===== src/hdl/keyboard_scancode_decoder_core_macros.svh =====
// ----------------------------------------------------------------------------
// keyboard_scancode_decoder_core_macros
// Assertion macros shared by the scancode decoder RTL.
// ----------------------------------------------------------------------------
`ifndef KEYBOARD_SCANCODE_DECODER_CORE_MACROS_SVH
`define KEYBOARD_SCANCODE_DECODER_CORE_MACROS_SVH

// same-cycle implication, checked out of reset
`define KSD_ASSERT_IMP(label, clk, rst_n, ante, cons) \
    label: assert property (@(posedge clk) disable iff (!rst_n) (ante) |-> (cons)) \
        else $error("scancode decoder assertion failed");

// next-cycle implication, checked out of reset
`define KSD_ASSERT_NXT(label, clk, rst_n, ante, cons) \
    label: assert property (@(posedge clk) disable iff (!rst_n) (ante) |=> (cons)) \
        else $error("scancode decoder assertion failed");

`endif


===== src/hdl/kbd_scd_pkg.sv =====
// ----------------------------------------------------------------------------
// kbd_scd_pkg
// Types and constants for the keyboard scancode decoder.
// ----------------------------------------------------------------------------
package kbd_scd_pkg;

    localparam int BYTE_W = 8;
    localparam int KIND_W = 3;

    localparam logic [BYTE_W-1:0] BYTE_ZERO     = 8'h00;
    localparam logic [BYTE_W-1:0] BYTE_RESYNC   = 8'hFF;
    localparam logic [BYTE_W-1:0] BYTE_RST_ID   = 8'h04;
    localparam logic [BYTE_W-1:0] BYTE_ALL_UP   = 8'h7F;
    localparam logic [BYTE_W-1:0] BYTE_MAKE_MAX = 8'h7E;
    localparam logic [BYTE_W-1:0] BYTE_IDLE     = 8'hFE;
    localparam logic [BYTE_W-1:0] KEY_MASK      = 8'h7F;

    localparam logic [BYTE_W-1:0] UNPLUG_THR_RST = 8'd16;

    typedef enum logic [1:0] {
        PH_UNINIT     = 2'd0,
        PH_AFTER_FF   = 2'd1,
        PH_AFTER_FF04 = 2'd2,
        PH_NORMAL     = 2'd3
    } phase_t;

    typedef enum logic [KIND_W-1:0] {
        EV_NONE    = 3'd0,
        EV_UNKNOWN = 3'd1,
        EV_RESET   = 3'd2,
        EV_MAKE    = 3'd3,
        EV_BREAK   = 3'd4,
        EV_ALLUP   = 3'd5
    } event_kind_t;

endpackage


===== src/hdl/kbd_scd_byte_if.sv =====
// ----------------------------------------------------------------------------
// kbd_scd_byte_if
// Received keyboard byte channel.
// ----------------------------------------------------------------------------
interface kbd_scd_byte_if;
    logic                           valid;
    logic                           ready;
    logic [kbd_scd_pkg::BYTE_W-1:0] rx_byte;

    modport source (output valid, output rx_byte, input ready);
    modport sink   (input valid, input rx_byte, output ready);
endinterface


===== src/hdl/kbd_scd_event_if.sv =====
// ----------------------------------------------------------------------------
// kbd_scd_event_if
// Decoded key event channel.
// ----------------------------------------------------------------------------
interface kbd_scd_event_if;
    logic                           valid;
    logic                           ready;
    logic [kbd_scd_pkg::KIND_W-1:0] event_kind;
    logic [kbd_scd_pkg::BYTE_W-1:0] key_code;

    modport source (output valid, output event_kind, output key_code, input ready);
    modport sink   (input valid, input event_kind, input key_code, output ready);
endinterface


===== src/hdl/kbd_scd_cfg_if.sv =====
// ----------------------------------------------------------------------------
// kbd_scd_cfg_if
// Configuration write channel for the unplug threshold.
// ----------------------------------------------------------------------------
interface kbd_scd_cfg_if;
    logic                           valid;
    logic                           ready;
    logic [kbd_scd_pkg::BYTE_W-1:0] unplug_threshold;

    modport source (output valid, output unplug_threshold, input ready);
    modport sink   (input valid, input unplug_threshold, output ready);
endinterface


===== src/hdl/keyboard_scancode_decoder_core.sv =====
// ----------------------------------------------------------------------------
// keyboard_scancode_decoder_core
// Make/break scancode decoder for a serial keyboard byte stream.
// ----------------------------------------------------------------------------
// Usage:
//   rx  : one received keyboard byte per word (valid/ready).
//   evt : one event word per byte: event_kind and key_code.
//   cfg : write-only unplug threshold, always ready; write it while idle.
// Path: a byte accepted on rx passes the input register, then the result
//   register, on its way to evt. Throughput is one byte per cycle while evt
//   is ready; the link phase and zero-byte count update in the single decode
//   step between the two registers, which sets that figure.
// Stall: when evt is held off, the result register keeps its word and the
//   input register takes one more byte; rx ready then drops until evt
//   drains. rx ready follows evt ready combinationally.
// Reset: rst_n (async, active low) empties both registers, sets the link
//   to uninitialised, clears the zero-byte count and loads the threshold
//   with 16.
// ----------------------------------------------------------------------------
`include "keyboard_scancode_decoder_core_macros.svh"

module keyboard_scancode_decoder_core (
    input  logic                   clk,
    input  logic                   rst_n,
    kbd_scd_byte_if.sink           rx,
    kbd_scd_event_if.source        evt,
    kbd_scd_cfg_if.sink            cfg
);

    logic                           in_valid_reg;
    logic [kbd_scd_pkg::BYTE_W-1:0] in_byte_reg;
    logic                           out_valid_reg;
    kbd_scd_pkg::event_kind_t       kind_reg;
    kbd_scd_pkg::event_kind_t       kind_next;
    logic [kbd_scd_pkg::BYTE_W-1:0] code_reg;
    logic [kbd_scd_pkg::BYTE_W-1:0] code_next;

    kbd_scd_pkg::phase_t            phase_reg;
    kbd_scd_pkg::phase_t            phase_next;
    logic [kbd_scd_pkg::BYTE_W-1:0] zero_run_reg;
    logic [kbd_scd_pkg::BYTE_W-1:0] zero_run_next;
    logic [kbd_scd_pkg::BYTE_W-1:0] thr_reg;

    logic                           advance;
    logic                           is_zero;

    assign advance   = in_valid_reg && (!out_valid_reg || evt.ready);
    assign rx.ready  = !in_valid_reg || advance;
    assign cfg.ready = 1'b1;
    assign is_zero   = (in_byte_reg == kbd_scd_pkg::BYTE_ZERO);

    assign evt.valid      = out_valid_reg;
    assign evt.event_kind = kind_reg;
    assign evt.key_code   = code_reg;

    // next link phase and zero count
    always_comb
    begin
        phase_next    = phase_reg;
        zero_run_next = zero_run_reg;
        if (is_zero)
        begin
            // zero_run_reg < thr_reg <= 255, so the increment cannot wrap
            if (zero_run_reg < thr_reg)
            begin
                zero_run_next = zero_run_reg + 8'd1;
            end
            if (zero_run_next >= thr_reg)
            begin
                phase_next = kbd_scd_pkg::PH_UNINIT;
            end
        end
        else
        begin
            zero_run_next = '0;
            unique case (phase_reg)
                kbd_scd_pkg::PH_UNINIT:
                begin
                    if (in_byte_reg == kbd_scd_pkg::BYTE_RESYNC)
                    begin
                        phase_next = kbd_scd_pkg::PH_AFTER_FF;
                    end
                end
                kbd_scd_pkg::PH_AFTER_FF:
                begin
                    if (in_byte_reg == kbd_scd_pkg::BYTE_RST_ID)
                    begin
                        phase_next = kbd_scd_pkg::PH_AFTER_FF04;
                    end
                    else if (in_byte_reg != kbd_scd_pkg::BYTE_RESYNC)
                    begin
                        phase_next = kbd_scd_pkg::PH_UNINIT;
                    end
                end
                kbd_scd_pkg::PH_AFTER_FF04:
                begin
                    if (in_byte_reg <= kbd_scd_pkg::BYTE_ALL_UP)
                    begin
                        phase_next = kbd_scd_pkg::PH_NORMAL;
                    end
                    else
                    begin
                        phase_next = kbd_scd_pkg::PH_UNINIT;
                    end
                end
                kbd_scd_pkg::PH_NORMAL:
                begin
                    if (in_byte_reg == kbd_scd_pkg::BYTE_RESYNC)
                    begin
                        phase_next = kbd_scd_pkg::PH_AFTER_FF;
                    end
                end
                default:
                begin
                    phase_next = kbd_scd_pkg::PH_UNINIT;
                end
            endcase
        end
    end

    // event decode
    always_comb
    begin
        kind_next = kbd_scd_pkg::EV_NONE;
        code_next = '0;
        if (!is_zero)
        begin
            unique case (phase_reg)
                kbd_scd_pkg::PH_UNINIT:
                begin
                    kind_next = kbd_scd_pkg::EV_NONE;
                end
                kbd_scd_pkg::PH_AFTER_FF:
                begin
                    if ((in_byte_reg != kbd_scd_pkg::BYTE_RST_ID) &&
                        (in_byte_reg != kbd_scd_pkg::BYTE_RESYNC))
                    begin
                        kind_next = kbd_scd_pkg::EV_UNKNOWN;
                        code_next = in_byte_reg;
                    end
                end
                kbd_scd_pkg::PH_AFTER_FF04:
                begin
                    if (in_byte_reg <= kbd_scd_pkg::BYTE_ALL_UP)
                    begin
                        kind_next = kbd_scd_pkg::EV_RESET;
                    end
                    else
                    begin
                        kind_next = kbd_scd_pkg::EV_UNKNOWN;
                        code_next = in_byte_reg;
                    end
                end
                kbd_scd_pkg::PH_NORMAL:
                begin
                    if (in_byte_reg <= kbd_scd_pkg::BYTE_MAKE_MAX)
                    begin
                        kind_next = kbd_scd_pkg::EV_MAKE;
                        code_next = in_byte_reg;
                    end
                    else if (in_byte_reg == kbd_scd_pkg::BYTE_ALL_UP)
                    begin
                        kind_next = kbd_scd_pkg::EV_ALLUP;
                    end
                    else if (in_byte_reg < kbd_scd_pkg::BYTE_IDLE)
                    begin
                        kind_next = kbd_scd_pkg::EV_BREAK;
                        code_next = in_byte_reg & kbd_scd_pkg::KEY_MASK;
                    end
                end
                default:
                begin
                    kind_next = kbd_scd_pkg::EV_NONE;
                end
            endcase
        end
    end

    // control and state
    always_ff @(posedge clk or negedge rst_n)
    begin
        if (!rst_n)
        begin
            in_valid_reg  <= 1'b0;
            out_valid_reg <= 1'b0;
            phase_reg     <= kbd_scd_pkg::PH_UNINIT;
            zero_run_reg  <= '0;
            thr_reg       <= kbd_scd_pkg::UNPLUG_THR_RST;
        end
        else
        begin
            if (rx.ready)
            begin
                in_valid_reg <= rx.valid;
            end
            if (advance)
            begin
                out_valid_reg <= 1'b1;
                phase_reg     <= phase_next;
                zero_run_reg  <= zero_run_next;
            end
            else if (evt.ready)
            begin
                out_valid_reg <= 1'b0;
            end
            if (cfg.valid)
            begin
                thr_reg <= cfg.unplug_threshold;
            end
        end
    end

    // payload
    always_ff @(posedge clk)
    begin
        if (rx.ready && rx.valid)
        begin
            in_byte_reg <= rx.rx_byte;
        end
        if (advance)
        begin
            kind_reg <= kind_next;
            code_reg <= code_next;
        end
    end

    `KSD_ASSERT_NXT(a_zero_gives_none, clk, rst_n, advance && is_zero,
        out_valid_reg && (kind_reg == kbd_scd_pkg::EV_NONE) && (code_reg == '0))
    `KSD_ASSERT_NXT(a_nonzero_clears_run, clk, rst_n, advance && !is_zero,
        zero_run_reg == '0)
    `KSD_ASSERT_NXT(a_unplug_uninit, clk, rst_n,
        advance && is_zero && (zero_run_reg >= thr_reg),
        phase_reg == kbd_scd_pkg::PH_UNINIT)
    `KSD_ASSERT_IMP(a_make_code_range, clk, rst_n,
        out_valid_reg && (kind_reg == kbd_scd_pkg::EV_MAKE),
        (code_reg != '0) && !code_reg[kbd_scd_pkg::BYTE_W-1])
    `KSD_ASSERT_IMP(a_codeless_events, clk, rst_n,
        out_valid_reg && ((kind_reg == kbd_scd_pkg::EV_NONE) ||
        (kind_reg == kbd_scd_pkg::EV_RESET) || (kind_reg == kbd_scd_pkg::EV_ALLUP)),
        code_reg == '0)

endmodule

===== src/flat_wrapper.sv =====
// flat-port wrapper written by rule: the top's interface ports become plain ports
module keyboard_scancode_decoder_core_flat 
  (clk, rst_n, rx_valid, rx_rx_byte, rx_ready, evt_valid, evt_event_kind, evt_key_code, evt_ready, cfg_valid, cfg_unplug_threshold, cfg_ready);
  kbd_scd_byte_if rx_i ();
  kbd_scd_event_if evt_i ();
  kbd_scd_cfg_if cfg_i ();
  input  logic clk;
  input  logic rst_n;
  input wire logic [$bits(rx_i.valid)-1:0] rx_valid;
  input wire logic [$bits(rx_i.rx_byte)-1:0] rx_rx_byte;
  output wire logic [$bits(rx_i.ready)-1:0] rx_ready;
  output wire logic [$bits(evt_i.valid)-1:0] evt_valid;
  output wire logic [$bits(evt_i.event_kind)-1:0] evt_event_kind;
  output wire logic [$bits(evt_i.key_code)-1:0] evt_key_code;
  input wire logic [$bits(evt_i.ready)-1:0] evt_ready;
  input wire logic [$bits(cfg_i.valid)-1:0] cfg_valid;
  input wire logic [$bits(cfg_i.unplug_threshold)-1:0] cfg_unplug_threshold;
  output wire logic [$bits(cfg_i.ready)-1:0] cfg_ready;
  assign rx_i.valid = rx_valid;
  assign rx_i.rx_byte = rx_rx_byte;
  assign rx_ready = rx_i.ready;
  assign evt_valid = evt_i.valid;
  assign evt_event_kind = evt_i.event_kind;
  assign evt_key_code = evt_i.key_code;
  assign evt_i.ready = evt_ready;
  assign cfg_i.valid = cfg_valid;
  assign cfg_i.unplug_threshold = cfg_unplug_threshold;
  assign cfg_ready = cfg_i.ready;
  keyboard_scancode_decoder_core u_core (.clk(clk), .rst_n(rst_n), .rx(rx_i), .evt(evt_i), .cfg(cfg_i));
endmodule

===== config.mk =====
export PLATFORM = sky130hd
export DESIGN_NAME = keyboard_scancode_decoder_core_flat
export DESIGN_NICKNAME = d
export VERILOG_FILES = /design/src/hdl/kbd_scd_pkg.sv /design/src/hdl/kbd_scd_byte_if.sv /design/src/hdl/kbd_scd_event_if.sv /design/src/hdl/kbd_scd_cfg_if.sv /design/src/hdl/keyboard_scancode_decoder_core.sv /design/src/flat_wrapper.sv
export VERILOG_INCLUDE_DIRS = /design/src /design/src/hdl
export SDC_FILE = /design/constraint.sdc
export NUM_CORES = 1
export LEC_CHECK = 0
export BUFFER_PORTS_ARGS = -buffer_cell sky130_fd_sc_hd__buf_2
export CORE_ASPECT_RATIO = 0.7
export CORE_UTILIZATION = 25
export CTS_BUF_LIST = sky130_fd_sc_hd__clkbuf_8
export CTS_CLUSTER_DIAMETER = 200
export DETAILED_ROUTE_END_ITERATION = 12
export GPL_TIMING_DRIVEN = 0
export SETUP_SLACK_MARGIN = 0.3
export SLEW_MARGIN = 20
export SYNTH_ARGS = -nofsm -noshare
export SYNTH_HDL_FRONTEND = slang
export SYNTH_SLANG_ARGS = --single-unit

===== constraint.sdc =====
create_clock -name clk -period 3.7 [get_ports clk]
set_input_delay 0.555 -clock clk [delete_from_list [all_inputs] [get_ports clk]]
set_output_delay 0.555 -clock clk [all_outputs]
set_load 0.005 [all_outputs]

# ---- Word-level counts from Yosys, hierarchy flattened
# Index checks and enable logic that the tools add are counted.
dict set report classes {
  mux 24
  n_reduce_logical 12
  n_addsub 1
  eq_ne 11
  n_lt_le_gt_ge 5
}
# op count
set ops {}
lappend ops {{$mux W8} 7}
lappend ops {{$pmux W8 S3} 1}
lappend ops {{$le A8 B7 Y1 const B} 2}
lappend ops {{$mux W2} 7}
lappend ops {{$pmux W3 S4} 1}
lappend ops {{$mux W3} 3}
lappend ops {{$add A8 B1 Y8 const B} 1}
lappend ops {{$eq A8 B3 Y1 const B} 1}
lappend ops {{$eq A8 B7 Y1 const B} 1}
lappend ops {{$eq A8 B8 Y1 const B} 1}
lappend ops {{$ge A8 B8 Y1} 1}
lappend ops {{$logic_not A8 Y1} 1}
lappend ops {{$lt A8 B8 Y1} 1}
lappend ops {{$lt A8 B8 Y1 const B} 1}
lappend ops {{$ne A8 B3 Y1 const B} 1}
lappend ops {{$ne A8 B8 Y1 const B} 1}
lappend ops {{$mux W7} 1}
lappend ops {{$pmux W2 S3} 1}
lappend ops {{$eq A2 B2 Y1 const B} 2}
lappend ops {{$ne A4 B1 Y1 const B} 1}
lappend ops {{$reduce_and A4 Y1} 1}
lappend ops {{$logic_and A1 B1 Y1} 3}
lappend ops {{$mux W1} 3}
lappend ops {{$ne A3 B1 Y1 const B} 1}
lappend ops {{other kinds (7)} 9}
dict set report totals {
  elab_cells 61
  inputBits 21
  register_bits 39
  out_inout_bits 14
}

# ---- Depth between registers and ports, before layout
dict set report logic_depth {
  depth_word 6
  ltp_mapped 13
}

# ---- Least setup slack after synthesis
# No wires, ideal clock.
dict set report synth_timing {
  path_type {reg2reg}
  start {register u_core.thr_reg[4] (netlist name)}
  end {register u_core.phase_reg[1]}
  path_stages_with_launch 13
  slack_ns 0.738
  arrival_time_ns 2.834
  setup_ns 0.128
  path_buffers 0
  cell_sequence {dfstp_2 > inv_1 > ha_1 > a21oi_1 > o21ai_0 > a21oi_1 > mux2_2 > ha_1 > o21ai_0 > a21oi_1 > o31ai_1 > a22oi_2 > mux2_1}
}
dict set report synth_between {
  elab_chain_len 6
}
# element line_no
set synth_lines {}
lappend synth_lines {{from (decl)} keyboard_scancode_decoder_core.sv:42} ;# logic [kbd_scd_pkg::BYTE_W-1:0] thr_reg;
lappend synth_lines {{from (signal assigned)} keyboard_scancode_decoder_core.sv:188} ;# thr_reg <= kbd_scd_pkg::UNPLUG_THR_RST;
lappend synth_lines {{from (signal assigned)} keyboard_scancode_decoder_core.sv:208} ;# thr_reg <= cfg.unplug_threshold;
lappend synth_lines {{$lt A8 B8 Y1} keyboard_scancode_decoder_core.sv:64} ;# if (zero_run_reg < thr_reg)
lappend synth_lines {{$mux W8} keyboard_scancode_decoder_core.sv:64}
lappend synth_lines {{$mux W8} keyboard_scancode_decoder_core.sv:61} ;# if (is_zero)
lappend synth_lines {{$ge A8 B8 Y1 (*)} keyboard_scancode_decoder_core.sv:68} ;# if (zero_run_next >= thr_reg)
lappend synth_lines {{$ne A2 B2 Y1 (no source line) (*)} n/a}
lappend synth_lines {{$reduce_and A4 Y1 (no source line) (*)} n/a}
lappend synth_lines {{to (signal assigned)} keyboard_scancode_decoder_core.sv:186} ;# phase_reg <= kbd_scd_pkg::PH_UNINIT;
lappend synth_lines {{to (signal assigned)} keyboard_scancode_decoder_core.sv:199} ;# phase_reg <= phase_next;
lappend synth_lines {{to (decl)} keyboard_scancode_decoder_core.sv:38} ;# kbd_scd_pkg::phase_t phase_reg;
# Every way passes the cells marked *; elsewhere a longest branch is shown, timed or not. The select of a mux whose other input is x is not followed.
# A chain may end at the register's enable or synchronous reset.

# ---- Final worst setup path
dict set report layout_timing {
  start {register u_core.zero_run_reg[5] (netlist name)}
  end {register u_core.phase_reg[1]}
}
dict set report layout_between {
  elab_chain_len 6
  elab_cells_between_ends 7
  classes_between {1 x add/sub; 2 x order compare; 1 x eq/ne; 2 x mux; 1 x reduce/logical}
}
# element line_no
set layout_lines {}
lappend layout_lines {{from (decl)} keyboard_scancode_decoder_core.sv:40} ;# logic [kbd_scd_pkg::BYTE_W-1:0] zero_run_reg;
lappend layout_lines {{from (signal assigned)} keyboard_scancode_decoder_core.sv:200} ;# zero_run_reg <= zero_run_next;
lappend layout_lines {{$add A8 B1 Y8 / $lt A8 B8 Y1 (equally long branches)} {keyboard_scancode_decoder_core.sv:66, keyboard_scancode_decoder_core.sv:64}}
lappend layout_lines {{$mux W8 (*)} keyboard_scancode_decoder_core.sv:64}
lappend layout_lines {{$mux W8 (*)} keyboard_scancode_decoder_core.sv:61}
lappend layout_lines {{$ge A8 B8 Y1 (*)} keyboard_scancode_decoder_core.sv:68}
lappend layout_lines {{$ne A2 B2 Y1 (no source line) (*)} n/a}
lappend layout_lines {{$reduce_and A4 Y1 (no source line) (*)} n/a}
# Marks and branches as above.

==> results.md <==
* Remaining global-route overflow at 0
* Worst r2r path cells at 12
* Synth Area in Simple Gates at 17.1%
* Tot Pwr at approximately 1.2 mW
* Area Overhead vs Synth at 21.4%
* CTS Hold Bufs at 0
* Fin nets at ~300
* Tightest hold margin at 0.207 ns
* CTS sink count at 39
* RSZ-0062 raised after global routing: no
* Synthesized area at 2210 um^2
* Syn_nets at ~250
* Crit path required time at 3.88 ns
* Synth Area in Compound Gates at between 10% and 20%
* Die ar. at around 9200 um^2
* Worst Path Arrival at around 3.3 ns
* Status: finished clean
* Sequential cell area fraction in the yosys report at 48.6%
* Pins Over Slew Limit at 0
* Min cycle time layout at 3.15 ns
* Final number of setup-violating endpoints at 0
* Die Y-Extent at around 81 um
* M2 GR Usage at around 15%
* Antenna viol nets, final at 0
* First-pass GRT wire length at 7530 um
* Post-synthesis mux area share at under 10%
* CTS H-tree lvls at 2
* WL/cell at about 13 um
* Syn Inst Count at 211
* Cell variety after synth at 45
* Syn avg cell area at about 10 um^2
* Reg-to-reg slack, setup at between 0.5 and 0.6 ns
* Vias in the first global route at 1,579
* GR Util All Layers at between 10% and 20%
* Worst min path class: input port to async pin
* Total CTS buffers at 5
* Layout cells sized above 1 at roughly a quarter
* CP startpoint kind: flip-flop
* RePlAce Congestion at approximately 0.77
* CP endpoint kind: flip-flop
* TNS Setup at 0 ns
* Ys Warns at 0
* Clk Latency, worst-skew pair at 0.29 ns
* Root buffer cell: clkbuf_8
* R2R Path End: u_core.phase_reg[1]$_DFFE_PN0P_
* Port Buffers at 33
* Post-synthesis xor/xnor area fraction at 2.78%
* Critical Path Fanout Max at 7
* Max-slew headroom at 60.6%
* GR Layer Usage met1 at ~16%
* Slew @ Worst Pin at roughly 0.59 ns
* Largest family of logic cells by synthesized area: simple AND/OR/NAND/NOR gates
* FMAX at ~320 MHz
* Fin. Hold Viols at 0
* Ys async rst share at 51.3%
* R2r startpoint: u_core.zero_run_reg[5]$_DFFE_PN0P_
* Routed wire length at around 4700 um
* Clock edge transition at the registers on the reported setup and hold paths at about 0.090 ns
* Core Rows at 28
* Cell Pwr Density at 440 nW/um^2
* Vias/cell at about 4.5
* # IOs at 35
* Die W at 114 um
* DRC errors left at 0
* FF+latch count, synth at 39
* Post-route clock period utilization at 85.1%
* Layer with the highest usage: met1
* Initial Util at 25.9%
* Routed via count at about 1.7k
* Detailed Route Iter0 Violations at 60
* Post-Synth Adder-Cell Area at ~11%
* Worst vdd ir at between 150 and 200 uV
* TritonRoute pass-1 iters at 4
* Final core utilization at 31.5%
* TritonCTS clock tree: done
* Initial antenna violation count at 0
* Max Cap Viol at 0
* Leakage power at between 1 and 1.5 nW
* Ys flop type: edfxtp_1
* Skew final at roughly 0.0092 ns
* Core Footprint at 8510 um^2
* Max Buffers Root-to-Sink at 2
* Detail Placement HPWL at 3420 um
* Crit path kind: flip-flop to flip-flop
* Ant. Diodes at 0
* EDFF count, synth at 19
* GR Layer Usage met3 at about 2.3%
* Largest net degree at the start of global routing at 21
[cell usage in the layout (no fill, tap or decap), types with 2 or more instances in the layout]
master / count
buf_2: 33
ha_1: 20
edfxtp_1: 19
dfrtp_1: 19
o21ai_0: 18
nand2_1: 18
nor2_1: 15
inv_1: 13
and2_1: 11
a21oi_1: 5
xnor2_1: 5
nor3_1: 5
clkbuf_8: 5
nand2b_1: 4
a211oi_1: 4
buf_4: 4
a21oi_2: 3
and3_1: 3
nand4_1: 3
a31o_2: 3
or3_1: 3
a22o_1: 3
nor3_2: 2
mux2_2: 2
xor2_1: 2
nand3_1: 2
nor4_1: 2
clkbuf_1: 2
a32o_1: 2
o31ai_1: 2
[cells in the mapped netlist (2+ instances only)]
cell type,count,share of area [%]
a211oi_1,4,1.4
a21oi_1,8,1.8
a22o_1,3,1.2
a31o_2,3,1.2
a32o_1,2,0.91
and2_1,11,3.1
and3_1,3,0.85
clkbuf_1,2,0.34
dfrtp_1,19,22
edfxtp_1,19,26
ha_1,20,11
inv_1,13,2.2
mux2_2,2,1.0
nand2_1,18,3.1
nand2b_1,4,1.1
nand3_1,2,0.45
nand4_1,3,0.85
nor2_1,15,2.5
nor3_1,7,1.6
nor4_1,2,0.57
o21ai_0,19,4.3
o31ai_1,2,0.68
or3_1,3,0.85
xnor2_1,5,2.0
xor2_1,2,0.79
[per-stage QoR]
stage,instance area (um^2),cells,worst slack [ns]
final,2680,375,0.550
after global placement,2520,364,0.339
after floorplan,2210,211,0.738
after detailed placement,2520,364,0.282
after global routing,2680,375,0.361
after CTS,2640,372,0.376
[repair_timing]
action / CTS / global route
hold endpoints to repair: 0 / 0
pin swaps: 0 / 0
resized for setup: 1 / 5
setup endpoints to repair: 1 / 2
setup buffers: 0 / 3
[area by class of cell]
type / count / area [um^2]
Buffer: 4 / 26.3
Clock buffer: 5 / 68.8
Clock inverter: 3 / 43.8
Fill cell: 888 / 5830
Inverter: 14 / 52.6
Multi-Input combinational cell: 154 / 1080
Sequential cell: 39 / 1070
Tap cell: 120 / 150
Timing Repair Buffer: 36 / 188
[metal layers]
layer	wire length [um]	vias to the layer above
met5	0	-
met4	62	0
met3	196	5
met2	1900	42
met1	2550	797
li1	-	848
[power breakdown]
| group | switching, mW | internal, mW |
|---|---|---|
| Sequential | 0.0236 | 0.517 |
| Clock | 0.158 | 0.201 |
| Combinational | 0.159 | 0.121 |
[cells by family (layout without fill, tap and decap cells)]
logic type,after synthesis,after routing
xor gates and xnor gates,7,7
buffers and inverters,18,62
adders and majority gates,20,20
and+or+nand+nor,73,73
other,1,1
DFF,39,39
AOI/OAI and AO/OA,49,49
muxes,4,4
[worst max-delay path: stages (launching register included)]
cell,delay [ns]
dfrtp_1,0.47
ha_1,0.33
a21oi_1,0.19
o21ai_0,0.16
a211o_1,0.38
nand2b_1,0.21
xnor2_1,0.14
ha_1,0.30
o21ai_0,0.15
nor2_1,0.07
nor3_2,0.19
a22oi_2,0.11
mux2_1,0.33
[how the worst max path moves through the flow]
stage	startpoint	slack, ns	endpoint	depth (start not counted)
finish	u_core.zero_run_reg[5]$_DFFE_PN0P_	0.55	u_core.phase_reg[1]$_DFFE_PN0P_	12
global route	u_core.zero_run_reg[5]$_DFFE_PN0P_	0.36	u_core.phase_reg[1]$_DFFE_PN0P_	12
CTS	u_core.zero_run_reg[7]$_DFFE_PN0P_	0.38	u_core.phase_reg[1]$_DFFE_PN0P_	12
detailed placement	u_core.zero_run_reg[7]$_DFFE_PN0P_	0.28	u_core.phase_reg[1]$_DFFE_PN0P_	11
global placement	u_core.zero_run_reg[7]$_DFFE_PN0P_	0.34	u_core.phase_reg[1]$_DFFE_PN0P_	11
floorplan	u_core.thr_reg[4]$_DFFE_PN1P_	0.74	u_core.phase_reg[1]$_DFFE_PN0P_	12
Note: power is estimated with default switching activity, not from simulation.
